### src/rtl/pcxrle_ram.sv
// Generic simple dual-port RAM with registered read.
module pcxrle_ram #(
	parameter int W  = 8,
	parameter int D  = 16,
	parameter int AW = (D > 1) ? $clog2(D) : 1
) (
	input  logic          clk,
	input  logic          we,
	input  logic [AW-1:0] waddr,
	input  logic [W-1:0]  wdata,
	input  logic [AW-1:0] raddr,
	output logic [W-1:0]  rdata
);

	logic [W-1:0] mem [D];

	always_ff @(posedge clk) begin
		if (we) begin
			mem[waddr] <= wdata;
		end
		rdata <= mem[raddr];
	end

endmodule

### config.mk
export PLATFORM = sky130hd
export DESIGN_NAME = pcxrle_ram
export DESIGN_NICKNAME = d
export VERILOG_FILES = /design/src/rtl/pcxrle_ram.sv
export SDC_FILE = /design/constraint.sdc
export NUM_CORES = 1
export LEC_CHECK = 0
export CAP_MARGIN = 20
export CORE_MARGIN = 2
export CORE_UTILIZATION = 45
export CTS_CLUSTER_DIAMETER = 200
export DETAILED_ROUTE_END_ITERATION = 12
export DONT_BUFFER_PORTS = 1
export PLACE_DENSITY_LB_ADDON = 0.1
export SETUP_SLACK_MARGIN = 0.3
export SLEW_MARGIN = 40
export SYNTH_ARGS = -nofsm -noshare
export SYNTH_HDL_FRONTEND = slang
export SYNTH_SLANG_ARGS = --single-unit
export TNS_END_PERCENT = 1
### constraint.sdc
create_clock -name clk -period 2.55 [get_ports clk]
set_input_delay 0.51 -clock clk [delete_from_list [all_inputs] [get_ports clk]]
set_output_delay 0.51 -clock clk [all_outputs]
set_load 0.02 [all_outputs]
# After elaboration in Yosys (flattened, before gate mapping)
# Memory sizes are Yosys's and may differ from the RTL's. A register that Yosys moved wholly into a read port is not among the register bits.
# Cells that the tools add are included.
# op_classes
mux	2
# op_table
cell	n
two-way mux 1 bit	2
# word_totals
reg_bits	0
mem_bits_rw	128
inputBits	18
output_inout_bits	8
elab_cells	3
memories	1
# memory_table
memory	depth	word_bits	read_ports	rd_clocked_by_memory_dff	wr	line	rtl
mem	16	8	1	1	1	15	logic [W-1:0] mem [D];

# Depth between registers and ports, before layout
# Gate-level depths: netlist of run 1.
# logic_depth
ltp_word	2
mapped_depth	5
mapped_depth_nobuf	3

# Worst setup path after synthesis of run 1
# OpenSTA, ideal clock, no wires.
# synth_path
kind	input -> register
startpoint	input waddr[2]
endpoint	memory mem[0][0], enable pin
setup_time_ps	383
t_arrival_ps	1620
required_time_ps	2167
setup_slack_ps	547
cell_stages	2
n_path_buf	0
cell_sequence	or3b_2 -> nor3_1
# synth_rtl
element	line	rtl
start, declared	9	input logic [AW-1:0] waddr,
end, declared	15	
# No word-level cell before the write port.

# Worst setup path in the final report of run 1
# layout_path
startpoint	register rdata[1], read port of mem
endpoint	output rdata[1]
# layout_rtl
element	line	rtl
start, declared	12	output logic [W-1:0] rdata
# No word-level cell between the ends.

==> metrics.cfg, run 1 <==
[place]
dpl_cell_area_mm2=0.00533
placed_cells=374
place_congestion=0.717
io_buffers=0
dpl.hpwl_um=6180

[run]
drv_cap=0

[clocking]
insertion_delay_ns=0.41
cts_made_buffers=17
cts_buffer_depth=2
cts_resized=0
post_cts_buffers=0
cts_hold_buf=0
clock-root-buffer=clkbuf_16
tritoncts=done
cts_sinks=136
htreeDepth=4
clk_pin_slew_ns=0.05

[sta]
final-setup-viol-count=0
hold_ws_ns=0.190
min_period_ns=1.43
worstMarginPinSlew_ns=0.782
slew_headroom_pct=47.6
skew_ns=0.00819
drv_slew=0
fmax_mhz=698
finalHoldViolations=0
fin_crit_sh_pct=56.2
setup_tns_ns=0
rsz0062_at_grt=false

[drt]
wl_per_cell_um=25.5
drc=0
first_iter_violations=213
totalWireLength_um=10300
viasPerCell=5.69
vias=2303
first_pass_iters=4
postRouteAntennaNets=0

[floorplanning]
die_y_um=111
num_io_pins=26
start_util_pct=45.7
die-area_mm2=0.0123
rows=39
die_w_um=111
coreArea_mm2=0.0113

[layout]
final_area_mm2=0.00597
fin_nets=268
syn2layout_area_growth_pct=16.0
final_cells=405
layout-drive-gt1-share_pct=22.1
num_antenna_cells=0

[global_routing]
use_met1_pct=26.4
grt_pass1_vias=2416
met3_usage_pct=6.51
grt-busiest-layer=met1
use_met2_pct=26.0
grt_pass1_wl_um=15500
antenna_found_initial=0
grt-ovfl-total=0
grtUsageTotal_pct=18.3
grt_max_degree=33

[power]
p_comb_share_pct=2.6
p_leak_nw=1.97
p_sw_w=0.000940
power_w=0.00534
pwr-share-clk_pct=49.9
power_frac_seq_pct=47.5
p_int_w=0.00440
powerDensity_mw_per_mm2=894
vdd_drop_max_uv=738
p_sw_share_pct=17.6

[setup_path]
cp-end-kind=output pin
crit_arrival_ns=0.92
cp_max_fo=1
cp.required_ns=2.04
cp-start-kind=register
worstSetupPathType=register to output pin

[logic_synthesis]
synth_cell_type_count=19
yosysSeqAreaShare_pct=77.8
syn_area_mm2=0.00515
yosysWarningCount=0
synth-seq-cells=136
synth.avg_cell_area_um2=22.5
synth_top_cell_by_area=edfxtp_1
synth_nets=247
synth_top_area_share_pct=74.7
ys_top_cells_by_area=edfxtp_1 75%, mux4_2 7.9%, mux4_1 7.1%
synthCells=229

[hold_path]
hold_class=input pin to register

[run_status]
outcome=finished, final reports clean

## flip-flops by register name, indices dropped and copies added, names as in the netlist
| signal | flops |
|---|---|
| mem | 128 |
| rdata | 8 |
## per-stage QoR
stage                     util, %  worst slack, ns
after floorplan                 -            0.547
after global placement       47.3            0.774
after detailed placement     47.3            0.771
after CTS                    53.0             1.08
after global routing         53.0             1.06
final                        53.0             1.12
## cell usage after synthesis, drive strengths merged
cell type and n:
nor2b 1, nand2 9, dfxtp 8, a22oi 16, nor2 13, nand3b 2, and2 1, nor3 4
buf 7, clkdlybuf4s25 3, mux4 32, and2b 1, or3b 1, nand2b 2, nand3 1, edfxtp 128
## cell type report
| type | instances | area (µm²) |
|---|---|---|
| Multi-Input combinational cell | 83 | 1060 |
| Fill cell | 881 | 5300 |
| Timing Repair Buffer | 12 | 90.1 |
| Clock inverter | 10 | 200 |
| Tap cell | 143 | 179 |
| Clock buffer | 21 | 440 |
| Sequential cell | 136 | 4000 |
## worst register-to-register path, stage by stage (launching register included)
cell and delay, ns:
edfxtp_1 0.35, mux4_1 0.57, a22oi_1 0.28, nand2_1 0.09
## kinds of logic after synthesis
| logic type | Yosys count | share of synthesized area, % |
|---|---|---|
| multiplexers | 32 | 15.0 |
| flip-flops | 136 | 77.8 |
| AND/OR/NAND/NOR | 35 | 3.18 |
| buffers and inverters | 10 | 1.68 |
| AO/OA/AOI/OAI | 16 | 2.33 |
## routing by layer
layer / up-vias / share of wire (%) / routed length, µm
li1: 1016 / - / -
met1: 1216 / 46 / 4710
met2: 67 / 48 / 5000
met3: 4 / 5.5 / 565
met4: 0 / 0.53 / 55
met5: - / 0 / 0
## power groups by stage
stage | clock (W) | combinational (W) | sequential (W)
final | 0.00266 | 0.000138 | 0.00254
after global routing | 0.00281 | 0.000150 | 0.00254
after CTS | 0.00270 | 0.000140 | 0.00254
after detailed placement | 0 | 0.000140 | 0.00258
after global placement | 0 | 0.000139 | 0.00258
after floorplan | 0 | 0.000127 | 0.00257
## cell usage in the layout (no fill, tap or decap), types with 4 or more instances in the layout
| cell | synthesis | final |
|---|---|---|
| clkbuf_1 | 0 | 4 |
| mux4_1 | 14 | 14 |
| clkbuf_16 | 0 | 17 |
| bufinv_16 | 0 | 6 |
| edfxtp_1 | 128 | 128 |
| nand2_1 | 9 | 9 |
| mux4_2 | 18 | 18 |
| buf_4 | 1 | 12 |
| clkinv_2 | 0 | 4 |
| a22oi_1 | 16 | 16 |
| nor2_1 | 13 | 13 |
| nor3_1 | 4 | 4 |
| dfxtp_1 | 8 | 8 |
## path summary, 6_finish.rpt
| check | depth (start not counted) | to | start | slack (ns) |
|---|---|---|---|---|
| max reg2reg | 3 | rdata[1] | mem[9][1] | 1.14 |
| min reg2reg | 3 | rdata[2] | mem[14][2] | 0.67 |
| min | 0 | mem[6][7] | wdata[7] | 0.19 |
| max | 0 | rdata[1] | rdata[1] | 1.12 |
(Power assumes the default switching activity.)
==> inputs of run 2 (changes only) <==
==> constraint.sdc (replaced) <==
create_clock -name clk -period 1.35 [get_ports clk]
set_input_delay 0.27 -clock clk [delete_from_list [all_inputs] [get_ports clk]]
set_output_delay 0.27 -clock clk [all_outputs]
set_load 0.02 [all_outputs]
==> metrics.cfg, run 2 (synthesized netlist as in run 1, its figures left out) <==
[sta]
fmax_mhz=730
rsz0062_at_grt=true
layout_setup_ws_ns=-0.0191  ; -1.14 ns
hold_ws_ns=0.152  ; -0.0384 ns
worstMarginPinSlew_ns=0.784  ; +0.00120 ns
slew_headroom_pct=47.6  ; about the same
finalHoldViolations=0  ; unchanged
skew_ns=0.00318  ; -0.00501 ns
min_period_ns=1.37
final-setup-viol-count=1  ; +1
setup_tns_ns=-0.0191  ; -0.0191 ns
fin_crit_sh_pct=101
drv_slew=0  ; unchanged

[setup_path]
cp_max_fo=1  ; unchanged
cp.required_ns=1.65  ; -0.39 ns
r2r_start=mem[3][6]
cp-start-kind=register
r2r_end=rdata[6]
r2r_slack_ns=-0.02  ; -1.16 ns
crit_arrival_ns=1.67  ; +0.75 ns
cp-end-kind=register
reg2reg_depth=4  ; +1
worstSetupPathType=register to register

[power]
p_sw_w=0.00181  ; +92%
vdd_drop_max_uv=716  ; -3.0%
p_int_w=0.00757  ; +72%
powerDensity_mw_per_mm2=1530  ; +72%
power_frac_seq_pct=51.1  ; +3.6 points
p_leak_nw=2.04  ; +3.2%
p_comb_share_pct=3.9  ; +1.3 points
power_w=0.00938  ; +76%
pwr-share-clk_pct=45.0  ; -4.9 points
p_sw_share_pct=19.3  ; +1.6 points

[floorplanning]
die_w_um=111  ; unchanged
rows=39  ; unchanged
start_util_pct=45.7  ; unchanged
die-area_mm2=0.0123  ; unchanged
num_io_pins=26  ; unchanged
coreArea_mm2=0.0113  ; unchanged
die_y_um=111  ; unchanged

[place]
dpl.hpwl_um=6030  ; -2.5%
place_congestion=0.709  ; -1.1%
io_buffers=0  ; unchanged
dp_slack_ns=-0.0715  ; -0.843 ns

[global_routing]
grt-ovfl-total=0  ; unchanged
grtUsageTotal_pct=17.1  ; -1.1 points
grt_pass1_vias=2434  ; +0.75%
antenna_found_initial=0  ; unchanged
grt_pass1_wl_um=14500  ; -6.8%
grt_max_degree=33  ; unchanged

[clocking]
htreeDepth=4  ; unchanged
cts_made_buffers=17  ; unchanged
insertion_delay_ns=0.41  ; about the same
clk_pin_slew_ns=0.05  ; about the same
cts_buffer_depth=2  ; unchanged
tritoncts=done
clock-root-buffer=clkbuf_16
cts_sinks=136  ; unchanged

[hold_path]
whs_path_depth=3  ; +3
hp-start=raddr[1]
hold_class=input pin to register
hold-path-endpoint=rdata[4]

[drt]
drc=0  ; unchanged
totalWireLength_um=9700  ; -6.1%
postRouteAntennaNets=0  ; unchanged
first_pass_iters=4  ; unchanged
first_iter_violations=122  ; -43%
viasPerCell=5.47  ; -3.8%
vias=2331  ; +1.2%
wl_per_cell_um=22.8  ; -11%

[layout]
fin_nets=288  ; +7.5%
final_core_util_pct=54.2  ; +1.3 points
final_cell_mix=128 x edfxtp_1, 32 x mux4_2, 22 x buf_4, 17 x clkbuf_16, 12 x a22oi_1
num_antenna_cells=0  ; unchanged
largest_register=mem
syn2layout_area_growth_pct=18.8
fillers=883  ; +0.23%
top_regs=mem: 128 flops, rdata: 8 flops
layout-drive-gt1-share_pct=35.7  ; +14 points
largest_register_ffs=128  ; unchanged
final_common_cell=edfxtp_1

[run]
drv_cap=0  ; unchanged

[run_status]
failed_checks=setup timing
outcome=finished, violations left

==> run 2: cell count changes in the layout (fill, tap and decap cells not counted), moves of 4 or more <==
cell,delta
a22oi_1,-4
a22oi_2,+4
buf_4,+10
bufinv_16,-4
clkinv_1,+5
dfxtp_1,-7
dfxtp_4,+6
dlymetal6s4s_1,+6
mux4_1,-14
mux4_2,+14
nor3_1,-4
==> run 2: per-stage QoR <==
step | instance area (µm²) | std cells
floorplan | 5150 | 229
global placement | 5430 | 386
detailed placement | 5430 | 386
CTS | 6090 | 426
global route | 6110 | 426
finish | 6110 | 426
==> run 2: what timing repair did <==
| action | CTS | global route |
|---|---|---|
| setup buffers | 0 | 0 |
| resized for setup | 15 | 10 |
| pin swaps | 1 | 1 |
| endpoints found under the setup margin | 16 | 108 |
| endpoints found under the hold margin | 128 | 0 |
| hold buffers | 8 | 0 |
==> run 2: power by group through the flow <==
stage | combinational [W] | sequential, W | clock [W]
2_1_floorplan | 0.000259 | 0.00486 | 0
3_3_place_gp | 0.000285 | 0.00488 | 0
3_5_place_dp | 0.000284 | 0.00488 | 0
4_1_cts | 0.000360 | 0.00480 | 0.00428
5_1_grt | 0.000390 | 0.00480 | 0.00447
6_report | 0.000363 | 0.00480 | 0.00422
==> run 2: area by class of cell <==
type / count / area (µm²) / area share (%)
Sequential cell: 136 / 4030 / 65.9
Clock buffer: 19 / 433 / 7.08
Multi-Input combinational cell: 83 / 1060 / 17.4
Tap cell: 143 / 179 / 2.93
Clock inverter: 13 / 111 / 1.82
Timing Repair Buffer: 32 / 300 / 4.91
==> run 2: worst max path at each step <==
stage | end | slack [ns] | cells after the start | from
final | rdata[6] | -0.02 | 4 | mem[3][6]
after global routing | rdata[6] | -0.03 | 4 | mem[7][6]
after CTS | rdata[6] | -0.01 | 4 | mem[7][6]
after detailed placement | rdata[6] | -0.07 | 4 | mem[7][6]
after global placement | rdata[6] | -0.07 | 4 | mem[0][6]
after floorplan | mem[0][0] | -0.02 | 2 | waddr[2]
==> run 2: layer usage <==
metal  vias to the layer above  share of wire (%)  global-route usage, %
met3                        16                4.9                   5.52
met5                         -                  0                      0
met2                        63                 47                   24.9
met1                      1206                 46                   23.6
met4                         0                2.2                   8.17
li1                       1046                  -                      -
==> run 2: worst max-delay path, stage by stage, from the launching register on <==
cell      delay, ns
edfxtp_1       0.35
mux4_2         0.49
a22oi_2        0.22
buf_4          0.16
nand2_2        0.04
==> inputs of run 3 (changes only) <==
--- a/config.mk
+++ b/config.mk
@@ -12,6 +12,7 @@
 export DETAILED_ROUTE_END_ITERATION = 12
 export DONT_BUFFER_PORTS = 1
 export PLACE_DENSITY_LB_ADDON = 0.1
+export REMOVE_ABC_BUFFERS = 1
 export SETUP_SLACK_MARGIN = 0.3
 export SLEW_MARGIN = 40
 export SYNTH_ARGS = -nofsm -noshare
==> metrics.cfg, run 3 (synthesized netlist as in run 1, its figures left out) <==
[global_routing]
grt_pass1_vias=2531  ; +4.0%
grt_max_degree=33  ; unchanged
grt_pass1_wl_um=15400  ; +6.2%
antenna_found_initial=1  ; +1
grt-ovfl-total=0  ; unchanged
grtUsageTotal_pct=17.6  ; +0.47 points

[clocking]
tritoncts=done
clk_pin_slew_ns=0.06  ; about the same
cts_made_buffers=17  ; unchanged
htreeDepth=4  ; unchanged
cts_buffer_depth=2  ; unchanged
clock-root-buffer=clkbuf_16
cts_sinks=136  ; unchanged
insertion_delay_ns=0.41  ; about the same

[layout]
final_area_mm2=0.00611  ; about the same
largest_register_ffs=128  ; unchanged
fillers=871  ; -1.4%
final_cell_mix=128 x edfxtp_1, 23 x mux4_2, 17 x clkbuf_16, 16 x buf_4, 12 x nor2_1
layout-drive-gt1-share_pct=28.4  ; -7.3 points
fin_nets=280  ; -2.8%
final_common_cell=edfxtp_1
top_regs=mem: 128 flops, rdata: 8 flops
largest_register=mem
syn2layout_area_growth_pct=18.7  ; about the same

[run_status]
outcome=finished, final reports clean

[sta]
fmax_mhz=787  ; +7.7%
finalHoldViolations=0  ; unchanged
fin_crit_sh_pct=94.1  ; -7.3 points
rsz0062_at_grt=true
worstMarginPinSlew_ns=0.821  ; +0.0372 ns
skew_ns=0.00594  ; +0.00276 ns
final-setup-viol-count=0  ; -1
setup_tns_ns=0  ; +0.0191 ns
min_period_ns=1.27  ; -0.0983 ns
hold_ws_ns=0.152  ; -0.000250 ns
drv_slew=0  ; unchanged
slew_headroom_pct=45.2  ; -2.5 points

[place]
dpl_cell_area_mm2=0.00536  ; -1.3%
place_congestion=0.721  ; +1.7%
dpl.hpwl_um=5870  ; -2.6%
io_buffers=0  ; unchanged

[setup_path]
crit_arrival_ns=1.56  ; -0.11 ns
critical-path-top-delay-family=multiplexers
reg2reg_depth=3  ; -1
critPathBufInv=0  ; -1
critPathSlowestCell=mux4_1
r2r_end=rdata[0]
cp_max_fo=1  ; unchanged
crit_path_cell_trace=mux4_1 -> a22oi_2 -> nand2_1
worstSetupPathType=register to register
r2r_start=mem[5][0]
r2r_slack_ns=0.08  ; +0.10 ns
cpPeakStageDelay_ns=0.55  ; +0.06 ns
cp-start-kind=register
cp-end-kind=register
cp.required_ns=1.64  ; about the same

[run]
drv_cap=0  ; unchanged

[floorplanning]
die-area_mm2=0.0123  ; unchanged
rows=39  ; unchanged
die_w_um=111  ; unchanged
coreArea_mm2=0.0113  ; unchanged
num_io_pins=26  ; unchanged
die_y_um=111  ; unchanged
start_util_pct=45.7  ; unchanged

[drt]
postRouteAntennaNets=0  ; unchanged
wl_per_cell_um=23.8  ; +4.4%
drc=0  ; unchanged
first_iter_violations=132  ; +8.2%
first_pass_iters=4  ; unchanged
vias=2370  ; +1.7%
totalWireLength_um=9970  ; +2.7%
viasPerCell=5.66  ; +3.4%

[power]
p_leak_nw=1.99  ; -2.1%
vdd_drop_max_uv=752  ; +5.1%
powerDensity_mw_per_mm2=1650  ; +7.2%

[hold_path]
hp-start=raddr[1]
hold_class=input pin to register
hold-path-endpoint=rdata[5]
whs_path_depth=3  ; unchanged

## run 3: metal layers
layer | share of wire, % | global-route usage, %
met5 | 0 | 0
met2 | 48 | 26.8
met1 | 46 | 24.3
met3 | 4.4 | 5.47
met4 | 1.3 | 6.25
## run 3: final cells by class
cell class / instances / area, µm² / share of cell area (%)
Sequential cell: 136 / 4000 / 65.5
Multi-Input combinational cell: 83 / 1090 / 17.9
Clock buffer: 18 / 429 / 7.02
Clock inverter: 14 / 205 / 3.36
Timing Repair Buffer: 24 / 200 / 3.28
Tap cell: 143 / 179 / 2.93
Antenna cell: 1 / 2.50 / 0.0410
## run 3: tightest hold or removal path: stages
cell	delay (ns)
mux4_1	0.12
a22oi_1	0.08
nand2_1	0.06
## run 3: timing repair
| item | CTS | global route |
|---|---|---|
| pin swaps | 6 | 1 |
| gates cloned | 0 | 0 |
| hold buffers | 8 | 0 |
| setup buffers | 0 | 0 |
| gates resized for setup | 11 | 4 |
| hold endpoints to repair | 128 | 0 |
| setup endpoints to repair | 16 | 124 |
## run 3: how the worst max path moves through the flow
stage          startpoint         to  cells after the start
2_1_floorplan    waddr[2]  mem[0][0]                      2
3_3_place_gp     waddr[2]  mem[0][4]                      3
3_5_place_dp     waddr[2]  mem[0][5]                      3
4_1_cts         mem[2][4]   rdata[4]                      3
5_1_grt         mem[2][4]   rdata[4]                      3
6_report        mem[5][0]   rdata[0]                      3
## run 3: power breakdown
part	internal [W]	switching [W]	total (W)	leakage [nW]
clock network	0.00325	0.00166	0.00491	0.296
logic	0.000169	0.000178	0.000347	0.472
registers	0.00472	0.0000685	0.00479	1.22
## run 3: per-stage QoR
step / util [%] / total power (W) / std cells / setup slack, ns
6_report: 54.2 / 0.0101 / 419 / 0.0792
5_1_grt: 54.2 / 0.0103 / 419 / 0.0260
4_1_cts: 54.1 / 0.0101 / 418 / 0.0669
3_5_place_dp: 47.6 / 0.00514 / 378 / -0.0928
3_3_place_gp: 47.6 / 0.00513 / 378 / -0.0893
2_1_floorplan: - / 0.00505 / 219 / -0.413
